--- src/design/tprsi_pkg.sv ---
`default_nettype none

package tprsi_pkg;

  localparam int PRICE_WIDTH_DEFAULT   = 24;
  localparam int FRACTION_BITS_DEFAULT = 16;
  localparam int PERIOD_WIDTH          = 8;
  localparam int RSI_WIDTH             = 14;
  localparam int NUM_PERIODS           = 3;
  localparam int ADDR_WIDTH            = 4;
  localparam int DATA_WIDTH            = 32;

  localparam logic [RSI_WIDTH-1:0]    RSI_SCALE      = 14'd10000;
  localparam logic [PERIOD_WIDTH-1:0] SHORT_DEFAULT  = 8'd6;
  localparam logic [PERIOD_WIDTH-1:0] MIDDLE_DEFAULT = 8'd12;
  localparam logic [PERIOD_WIDTH-1:0] LONG_DEFAULT   = 8'd24;

  typedef enum logic [1:0] {
    REG_SHORT  = 2'd0,
    REG_MIDDLE = 2'd1,
    REG_LONG   = 2'd2
  } tprsi_reg_t;

  typedef enum logic [2:0] {
    ST_IDLE,
    ST_MUL,
    ST_DIV,
    ST_CHECK,
    ST_RATIO,
    ST_DONE
  } tprsi_state_t;

  typedef struct packed {
    logic load;
    logic mul;
    logic div;
    logic store;
  } tprsi_lane_ctrl_t;

endpackage

`default_nettype wire

--- src/design/tprsi_smooth_lane.sv ---
`default_nettype none

module tprsi_smooth_lane #(
  parameter int AVG_WIDTH = tprsi_pkg::PRICE_WIDTH_DEFAULT + tprsi_pkg::FRACTION_BITS_DEFAULT
) (
  input  wire logic                                clk,
  input  wire logic                                rst,
  input  wire tprsi_pkg::tprsi_lane_ctrl_t         ctrl,
  input  wire logic [tprsi_pkg::PERIOD_WIDTH-1:0]  period,
  input  wire logic                                x_bit,
  output logic      [AVG_WIDTH-1:0]                avg
);
  import tprsi_pkg::*;

  localparam int WORK_WIDTH = AVG_WIDTH + PERIOD_WIDTH;

  logic [WORK_WIDTH-1:0]   work, work_next;
  logic [PERIOD_WIDTH-1:0] carry, carry_next;
  logic [PERIOD_WIDTH-1:0] rem, rem_next;
  logic [PERIOD_WIDTH-1:0] mult;
  logic [PERIOD_WIDTH:0]   sum;
  logic [PERIOD_WIDTH:0]   rem_sh;
  logic                    fit;

  // serial multiply-add lsb first, then restoring divide msb first
  always_comb begin
    mult   = period - PERIOD_WIDTH'(1);
    sum    = {1'b0, mult & {PERIOD_WIDTH{work[0]}}} + {1'b0, carry}
             + (PERIOD_WIDTH+1)'(x_bit);
    rem_sh = {rem, work[WORK_WIDTH-1]};
    fit    = rem_sh >= {1'b0, period};
    work_next  = work;
    carry_next = carry;
    rem_next   = rem;
    if (ctrl.load) begin
      work_next  = {{PERIOD_WIDTH{1'b0}}, avg};
      carry_next = '0;
      rem_next   = '0;
    end else if (ctrl.mul) begin
      work_next  = {sum[0], work[WORK_WIDTH-1:1]};
      carry_next = sum[PERIOD_WIDTH:1];
    end else if (ctrl.div) begin
      work_next = {work[WORK_WIDTH-2:0], fit};
      if (fit) begin
        rem_next = PERIOD_WIDTH'(rem_sh - {1'b0, period});
      end else begin
        rem_next = rem_sh[PERIOD_WIDTH-1:0];
      end
    end
  end

  always_ff @(posedge clk) begin
    work  <= work_next;
    carry <= carry_next;
    rem   <= rem_next;
  end

  always_ff @(posedge clk) begin
    if (rst) begin
      avg <= '0;
    end else if (ctrl.store) begin
      avg <= (period == '0) ? '0 : work_next[AVG_WIDTH-1:0];
    end
  end

endmodule

`default_nettype wire

--- src/design/triple_period_rsi_unit.sv ---
// triple_period_rsi_unit: RSI over three smoothing periods, one close price per transaction.
// Input channel: close_price with price_valid/price_stall; a transaction is taken only
// while the unit is idle, price_stall is high for the rest of the computation.
// Output channel: rsi_short, rsi_middle, rsi_long, rsi_fresh with rsi_valid/rsi_stall,
// held in an output register, so a new price is taken while a result still waits.
// Six serial lanes (gain and absolute move for each period) run in parallel: a bit-serial
// multiply-add over a PRICE_WIDTH+FRACTION_BITS+8 bit work register, then a bit-serial
// divide by the period. Then a check state and, when all move averages are nonzero, the
// ratio step for each period. Otherwise the ratio step is skipped and the held RSI values
// are given again with rsi_fresh low.
// If the receiver stalls, the result stays in the output register; a finished next
// transaction waits in its last state until the register frees.
// Reset (synchronous) clears the averages, the previous close and the held RSI values,
// and restores periods 6, 12 and 24. Periods are to be written over the APB port while
// idle; the unit itself does not enforce this.
`default_nettype none

module triple_period_rsi_unit #(
  parameter int PRICE_WIDTH   = tprsi_pkg::PRICE_WIDTH_DEFAULT,
  parameter int FRACTION_BITS = tprsi_pkg::FRACTION_BITS_DEFAULT
) (
  input  wire logic                              clk,
  input  wire logic                              rst,
  input  wire logic                              psel,
  input  wire logic                              penable,
  input  wire logic                              pwrite,
  input  wire logic [tprsi_pkg::ADDR_WIDTH-1:0]  paddr,
  input  wire logic [tprsi_pkg::DATA_WIDTH-1:0]  pwdata,
  output logic      [tprsi_pkg::DATA_WIDTH-1:0]  prdata,
  output logic                                   pready,
  input  wire logic                              price_valid,
  output logic                                   price_stall,
  input  wire logic [PRICE_WIDTH-1:0]            close_price,
  output logic                                   rsi_valid,
  input  wire logic                              rsi_stall,
  output logic      [tprsi_pkg::RSI_WIDTH-1:0]   rsi_short,
  output logic      [tprsi_pkg::RSI_WIDTH-1:0]   rsi_middle,
  output logic      [tprsi_pkg::RSI_WIDTH-1:0]   rsi_long,
  output logic                                   rsi_fresh
);
  import tprsi_pkg::*;

  localparam int AVG_WIDTH  = PRICE_WIDTH + FRACTION_BITS;
  localparam int WORK_WIDTH = AVG_WIDTH + PERIOD_WIDTH;
  localparam int CNT_W      = $clog2(WORK_WIDTH);
  localparam logic [CNT_W-1:0] CNT_LAST   = CNT_W'(WORK_WIDTH - 1);
  localparam logic [CNT_W-1:0] RATIO_LAST = CNT_W'(RSI_WIDTH - 1);

  tprsi_state_t     state, state_next;
  tprsi_lane_ctrl_t lane_ctrl;

  logic [PERIOD_WIDTH-1:0] period [NUM_PERIODS];
  logic [PRICE_WIDTH-1:0]  prev_close;
  logic [PRICE_WIDTH-1:0]  gain_delta, move_delta;
  logic [AVG_WIDTH-1:0]    gain_x, move_x;
  logic [CNT_W-1:0]        cnt;
  logic                    cnt_done;
  logic                    accept;
  logic                    out_free;
  logic                    cfg_write;
  logic                    all_moving;
  logic                    fresh;
  logic [RSI_WIDTH-1:0]    scale_sh;

  logic [AVG_WIDTH-1:0]    gain_avg  [NUM_PERIODS];
  logic [AVG_WIDTH-1:0]    move_avg  [NUM_PERIODS];
  logic [AVG_WIDTH-1:0]    num       [NUM_PERIODS];
  logic [AVG_WIDTH-1:0]    rrem      [NUM_PERIODS];
  logic [AVG_WIDTH-1:0]    rrem_next [NUM_PERIODS];
  logic [AVG_WIDTH+1:0]    racc      [NUM_PERIODS];
  logic [AVG_WIDTH+1:0]    den1      [NUM_PERIODS];
  logic [AVG_WIDTH+1:0]    den2      [NUM_PERIODS];
  logic [RSI_WIDTH-1:0]    rq        [NUM_PERIODS];
  logic [RSI_WIDTH-1:0]    rq_next   [NUM_PERIODS];
  logic [RSI_WIDTH-1:0]    held      [NUM_PERIODS];
  logic [RSI_WIDTH-1:0]    result    [NUM_PERIODS];

  // configuration port
  assign pready    = 1'b1;
  assign cfg_write = psel && penable && pwrite && pready;

  always_ff @(posedge clk) begin
    if (rst) begin
      period[0] <= SHORT_DEFAULT;
      period[1] <= MIDDLE_DEFAULT;
      period[2] <= LONG_DEFAULT;
    end else if (cfg_write) begin
      case (tprsi_reg_t'(paddr[3:2]))
        REG_SHORT:  period[0] <= pwdata[PERIOD_WIDTH-1:0];
        REG_MIDDLE: period[1] <= pwdata[PERIOD_WIDTH-1:0];
        REG_LONG:   period[2] <= pwdata[PERIOD_WIDTH-1:0];
        default:    ;
      endcase
    end
  end

  always_comb begin
    case (tprsi_reg_t'(paddr[3:2]))
      REG_SHORT:  prdata = DATA_WIDTH'(period[0]);
      REG_MIDDLE: prdata = DATA_WIDTH'(period[1]);
      REG_LONG:   prdata = DATA_WIDTH'(period[2]);
      default:    prdata = '0;
    endcase
  end

  // price change
  always_comb begin
    gain_delta = '0;
    move_delta = '0;
    if (prev_close != '0) begin
      if (close_price >= prev_close) begin
        gain_delta = close_price - prev_close;
        move_delta = gain_delta;
      end else begin
        move_delta = prev_close - close_price;
      end
    end
  end

  // smoothing lanes
  for (genvar i = 0; i < NUM_PERIODS; i++) begin : g_period
    tprsi_smooth_lane #(.AVG_WIDTH(AVG_WIDTH)) u_gain (
      .clk    (clk),
      .rst    (rst),
      .ctrl   (lane_ctrl),
      .period (period[i]),
      .x_bit  (gain_x[0]),
      .avg    (gain_avg[i])
    );
    tprsi_smooth_lane #(.AVG_WIDTH(AVG_WIDTH)) u_move (
      .clk    (clk),
      .rst    (rst),
      .ctrl   (lane_ctrl),
      .period (period[i]),
      .x_bit  (move_x[0]),
      .avg    (move_avg[i])
    );
  end

  // control
  assign accept   = price_valid && !price_stall;
  assign out_free = !rsi_valid || !rsi_stall;

  always_comb begin
    case (state)
      ST_MUL, ST_DIV: cnt_done = (cnt == CNT_LAST);
      ST_RATIO:       cnt_done = (cnt == RATIO_LAST);
      default:        cnt_done = 1'b0;
    endcase
  end

  assign all_moving = (move_avg[0] != '0) && (move_avg[1] != '0) && (move_avg[2] != '0);

  always_comb begin
    state_next = state;
    case (state)
      ST_IDLE:  if (price_valid) state_next = ST_MUL;
      ST_MUL:   if (cnt_done) state_next = ST_DIV;
      ST_DIV:   if (cnt_done) state_next = ST_CHECK;
      ST_CHECK: state_next = all_moving ? ST_RATIO : ST_DONE;
      ST_RATIO: if (cnt_done) state_next = ST_DONE;
      ST_DONE:  if (out_free) state_next = ST_IDLE;
      default:  state_next = ST_IDLE;
    endcase
  end

  always_comb begin
    price_stall     = (state != ST_IDLE);
    lane_ctrl.load  = (state == ST_IDLE) && price_valid;
    lane_ctrl.mul   = (state == ST_MUL);
    lane_ctrl.div   = (state == ST_DIV);
    lane_ctrl.store = (state == ST_DIV) && cnt_done;
  end

  always_ff @(posedge clk) begin
    if (rst) begin
      state <= ST_IDLE;
      cnt   <= '0;
    end else begin
      state <= state_next;
      if (cnt_done || state == ST_IDLE || state == ST_CHECK || state == ST_DONE) begin
        cnt <= '0;
      end else begin
        cnt <= cnt + CNT_W'(1);
      end
    end
  end

  // serial change bits feeding the lanes
  always_ff @(posedge clk) begin
    if (accept) begin
      gain_x <= {gain_delta, {FRACTION_BITS{1'b0}}};
      move_x <= {move_delta, {FRACTION_BITS{1'b0}}};
    end else if (state == ST_MUL) begin
      gain_x <= {1'b0, gain_x[AVG_WIDTH-1:1]};
      move_x <= {1'b0, move_x[AVG_WIDTH-1:1]};
    end
  end

  always_ff @(posedge clk) begin
    if (rst) begin
      prev_close <= '0;
    end else if (accept) begin
      prev_close <= close_price;
    end
  end

  // ratio step, one quotient bit per cycle
  always_comb begin
    for (int i = 0; i < NUM_PERIODS; i++) begin
      den1[i] = {2'b00, move_avg[i]};
      den2[i] = {1'b0, move_avg[i], 1'b0};
      racc[i] = {1'b0, rrem[i], 1'b0}
                + {2'b00, scale_sh[RSI_WIDTH-1] ? num[i] : {AVG_WIDTH{1'b0}}};
      if (racc[i] >= den2[i]) begin
        rrem_next[i] = AVG_WIDTH'(racc[i] - den2[i]);
        rq_next[i]   = {rq[i][RSI_WIDTH-2:0], 1'b0} + RSI_WIDTH'(2);
      end else if (racc[i] >= den1[i]) begin
        rrem_next[i] = AVG_WIDTH'(racc[i] - den1[i]);
        rq_next[i]   = {rq[i][RSI_WIDTH-2:0], 1'b0} + RSI_WIDTH'(1);
      end else begin
        rrem_next[i] = racc[i][AVG_WIDTH-1:0];
        rq_next[i]   = {rq[i][RSI_WIDTH-2:0], 1'b0};
      end
      if (!fresh) begin
        result[i] = held[i];
      end else if (rq[i] > RSI_SCALE) begin
        result[i] = RSI_SCALE;
      end else begin
        result[i] = rq[i];
      end
    end
  end

  always_ff @(posedge clk) begin
    if (state == ST_CHECK) begin
      fresh    <= all_moving;
      scale_sh <= RSI_SCALE;
      for (int i = 0; i < NUM_PERIODS; i++) begin
        num[i]  <= (gain_avg[i] > move_avg[i]) ? move_avg[i] : gain_avg[i];
        rrem[i] <= '0;
        rq[i]   <= '0;
      end
    end else if (state == ST_RATIO) begin
      scale_sh <= {scale_sh[RSI_WIDTH-2:0], 1'b0};
      for (int i = 0; i < NUM_PERIODS; i++) begin
        rrem[i] <= rrem_next[i];
        rq[i]   <= rq_next[i];
      end
    end
  end

  // output register and held values
  always_ff @(posedge clk) begin
    if (rst) begin
      rsi_valid <= 1'b0;
      for (int i = 0; i < NUM_PERIODS; i++) begin
        held[i] <= '0;
      end
    end else if (state == ST_DONE && out_free) begin
      rsi_valid <= 1'b1;
      for (int i = 0; i < NUM_PERIODS; i++) begin
        held[i] <= result[i];
      end
    end else if (!rsi_stall) begin
      rsi_valid <= 1'b0;
    end
  end

  always_ff @(posedge clk) begin
    if (state == ST_DONE && out_free) begin
      rsi_short  <= result[0];
      rsi_middle <= result[1];
      rsi_long   <= result[2];
      rsi_fresh  <= fresh;
    end
  end

  a_accept_starts: assert property (@(posedge clk) disable iff (rst)
    accept |=> state == ST_MUL)
    else $error("accepted price did not start the lanes");

  a_ratio_fresh: assert property (@(posedge clk) disable iff (rst)
    state == ST_RATIO |-> fresh)
    else $error("ratio step without nonzero move averages");

  a_ratio_rem: assert property (@(posedge clk) disable iff (rst)
    state == ST_RATIO |-> rrem[0] < move_avg[0] && rrem[1] < move_avg[1]
                          && rrem[2] < move_avg[2])
    else $error("ratio remainder not below divisor");

  a_out_held: assert property (@(posedge clk) disable iff (rst)
    rsi_valid |-> rsi_short == held[0] && rsi_middle == held[1] && rsi_long == held[2])
    else $error("output differs from held values");

  a_out_range: assert property (@(posedge clk) disable iff (rst)
    rsi_valid |-> rsi_short <= RSI_SCALE && rsi_middle <= RSI_SCALE
                  && rsi_long <= RSI_SCALE)
    else $error("rsi out of range");

endmodule

`default_nettype wire
--- config.mk ---
export PLATFORM = sky130hd
export DESIGN_NAME = triple_period_rsi_unit
export DESIGN_NICKNAME = d
export VERILOG_FILES = /design/src/design/tprsi_pkg.sv /design/src/design/tprsi_smooth_lane.sv /design/src/design/triple_period_rsi_unit.sv
export SDC_FILE = /design/constraint.sdc
export NUM_CORES = 2
export LEC_CHECK = 0
export BUFFER_PORTS_ARGS = -buffer_cell sky130_fd_sc_hd__buf_2
export CORE_ASPECT_RATIO = 0.7
export CORE_MARGIN = 2
export CORE_UTILIZATION = 55
export DETAILED_ROUTE_END_ITERATION = 10
export PLACE_DENSITY = 0.73
export SYNTH_ARGS = -nofsm -noshare
export SYNTH_HDL_FRONTEND = slang
export SYNTH_SLANG_ARGS = --single-unit
export TNS_END_PERCENT = 1
--- constraint.sdc ---
create_clock -name clk -period 12.75 [get_ports clk]
set_input_delay 0.6375 -clock clk [delete_from_list [all_inputs] [get_ports clk]]
set_output_delay 0.6375 -clock clk [all_outputs]
set_load 0.1 [all_outputs]
==> results.py <==
metrics = {
    "placement": {
        "place_inst": 10200,
        "portBuffers": 93,
        "hpwl_um": 152000,
        "place_congestion": 0.968,
    },
    "routing": {
        "first_pass_iters": 6,
        "dr.first_iter.drc_count": 7435,
        "avgRoutedWirePerCell_um": 20.5,
        "drt_wl_total_um": 213000,
        "dr_total_vias": 65800,
        "antenna_left": 0,
        "drc": 0,
        "viasPerCell": 6.34,
    },
    "min_path": {
        "hold-path-cell-count": 3,
        "hp-class": "in2reg",
    },
    "clock_tree": {
        "cts_tree": "done",
        "cts_setup_buffers": 0,
        "clk_pin_slew_ps": 70,
        "cts_root_buf": "clkbuf_16",
        "cts_max_path_buffers": 3,
        "cts_sinks": 1140,
        "post_cts_resize_count": 0,
        "cts_hold_buffers": 0,
        "cts_made_buffers": 112,
        "clk_latency_ps": 770,
        "h-tree-depth": 3,
    },
    "synth": {
        "ys_ff_latch": 1140,
        "synth.avg_cell_area_um2": 8.70,
        "synthTopCellsByArea": "dfxtp_1, edfxtp_1, ha_1",
        "yosysUniqueCellTypes": 100,
        "synthMostInstantiatedCell": "nor2_1",
        "yosysTopAreaCell": "dfxtp_1",
        "synth_cells": 8665,
        "synth_top_area_frac": 0.186,
        "synth_edf_count": 440,
        "synth.cell_area_um2": 75400,
        "synthFlopType": "dfxtp_1",
        "ys_seq_area_frac": 0.361,
        "yosysWarnings": 0,
        "synth-async-reset-ratio": 0,
        "synth_commonest_cells": "nor2_1, nand2_1, dfxtp_1",
    },
    "worst_setup_path": {
        "slowest_delay_ps": 730,
        "criticalPathCategory": "reg2reg",
        "ff2ff_path_depth": 26,
        "crit_fanout": 55,
        "crit_arrival_ps": 8650,
        "cp_common_cell": "a21oi_1",
        "crit_required_ps": 13260,
        "crit_path_end_kind": "flip-flop",
        "worst_setup_path_start_kind": "flip-flop",
        "cp_slowest_cell": "and4b_2",
    },
    "timing": {
        "skew_ps": 44.4,
        "tns_ps": 0,
        "rsz0062_at_grt": "false",
        "timing.final.hold_violations": 0,
        "setup_viol": 0,
        "relSlewSlack": 0.145,
        "final.period_utilization": 0.638,
        "timing.final.max_slew_violations": 0,
        "clock.fmax_mhz": 123,
        "min_period_ps": 8140,
        "whs_ps": 129,
        "tightest_slew_ps": 1280,
    },
    "floorplan": {
        "core_um2": 136000,
        "rows": 113,
        "die_h_um": 314,
        "pin_count": 145,
        "die_w_um": 446,
        "die_area_um2": 140000,
        "initial_core_util": 0.555,
    },
    "global_route": {
        "antenna_found_initial": 3,
        "grt_pass1_wl_um": 335000,
        "track_usage": 0.294,
        "grt_max_degree": 265,
        "grt.overflow.total": 0,
        "grt_pass1_vias": 60000,
    },
    "layout": {
        "final_cell_count_no_fill": 10400,
        "finalCoreUtilization": 0.593,
        "area_growth_pct": 6.87,
        "layout-drive-gt1-share": 0.0624,
        "fill_cells": 11700,
        "layout.nets": 9161,
    },
    "pwr": {
        "vdd_drop_max_v": 0.000109,
        "p_total_mw": 10.9,
        "powerDensity_nw_per_um2": 136,
        "power.leakage_nw": 32.4,
    },
    "status": {
        "status": "finished clean",
    },
    "run": {
        "max_cap_viol_count": 0,
    },
}
[state kept, by name, indices dropped and copies added (netlist names), 6 cells and up]
name	flops
move_x	40
g_period.u_gain.rem	24
cnt	6
rrem	120
g_period.u_move.rem	24
held	42
g_period.u_move.avg	120
rq	42
g_period.u_move.carry	24
g_period.u_gain.work	144
gain_x	40
scale_sh	10
rsi_short	14
rsi_middle	14
rsi_long	14
period	24
num	120
g_period.u_gain.avg	120
g_period.u_gain.carry	24
g_period.u_move.work	144
prev_close	24
[cells in the final DEF, fill, tap and decap left out, types with 144 or more instances in the layout]
cell	instances
a21o_1	314
a21oi_1	664
a22oi_1	302
and2_1	161
dfxtp_1	699
edfxtp_1	440
ha_1	624
inv_1	363
nand2_1	738
nor2_1	841
nor2b_1	144
o21ai_0	444
o22ai_1	293
o31ai_1	221
xnor2_1	295
xor2_1	151
[area by class of cell]
class / count / area (um2) / share of cell area
antenna: 2 / 5.00 / 0.0000621
clock buffer: 158 / 3310 / 0.0411
clock inverter: 52 / 526 / 0.00652
inverter: 366 / 1380 / 0.0171
multi-input combinational: 6679 / 44900 / 0.558
sequential: 1140 / 27200 / 0.338
tap: 1840 / 2300 / 0.0286
timing repair buffer: 142 / 868 / 0.0108
[per-stage QoR]
stage | worst slack [ps] | instance area, um2
after floorplan | 2080 | 75500
after global routing | 4240 | 80600
final | 4610 | 80600
after global placement | 5060 | 76700
after CTS | 4890 | 80600
after detailed placement | 4940 | 76700
[path summary, 6_finish.rpt]
check                                            to  slack [ps]                                   start
max                       rrem[0][22]$_SDFFCE_PN0P_        4610               scale_sh[13]$_SDFFE_PP1P_
max reg2reg               rrem[0][22]$_SDFFCE_PN0P_        4610               scale_sh[13]$_SDFFE_PP1P_
min                      prev_close[5]$_SDFFE_PP0P_         130                          close_price[5]
min reg2reg  g_period[1].u_gain.rem[7]$_SDFFE_PP0P_         450  g_period[1].u_gain.rem[7]$_SDFFE_PP0P_
[logic make-up after synthesis]
family          count (synthesis)  synth area share
mux                           216            0.0308
compound gates               2798             0.242
flops                        1140             0.361
simple gates                 2541             0.157
xor+xnor                      446            0.0518
buf+inv                       869            0.0462
other cells                     2         0.0000996
fa+ha+maj                     653             0.111
[where the power goes]
group          internal [mW]  total (mW)  switching, mW
sequential              4.04        4.28          0.237
combinational           1.24        3.18           1.93
clock                   1.95        3.49           1.54
total                   7.23        10.9           3.71
[worst max-delay path, delay by kind of cell (launching register included)]
| kind | cells | cell delay (ps) |
|---|---|---|
| flops | 1 | 550 |
| compound gates | 13 | 3240 |
| buf+inv | 1 | 550 |
| simple gates | 9 | 2480 |
| fa+ha+maj | 3 | 1020 |
[per-layer routing]
layer | GRT usage | wire [um]
met4 | 0.0656 | 4070
met2 | 0.403 | 84700
met3 | 0.0623 | 22100
met5 | 0 | 0
met1 | 0.465 | 102000
Power figures use the tool's default switching activity.
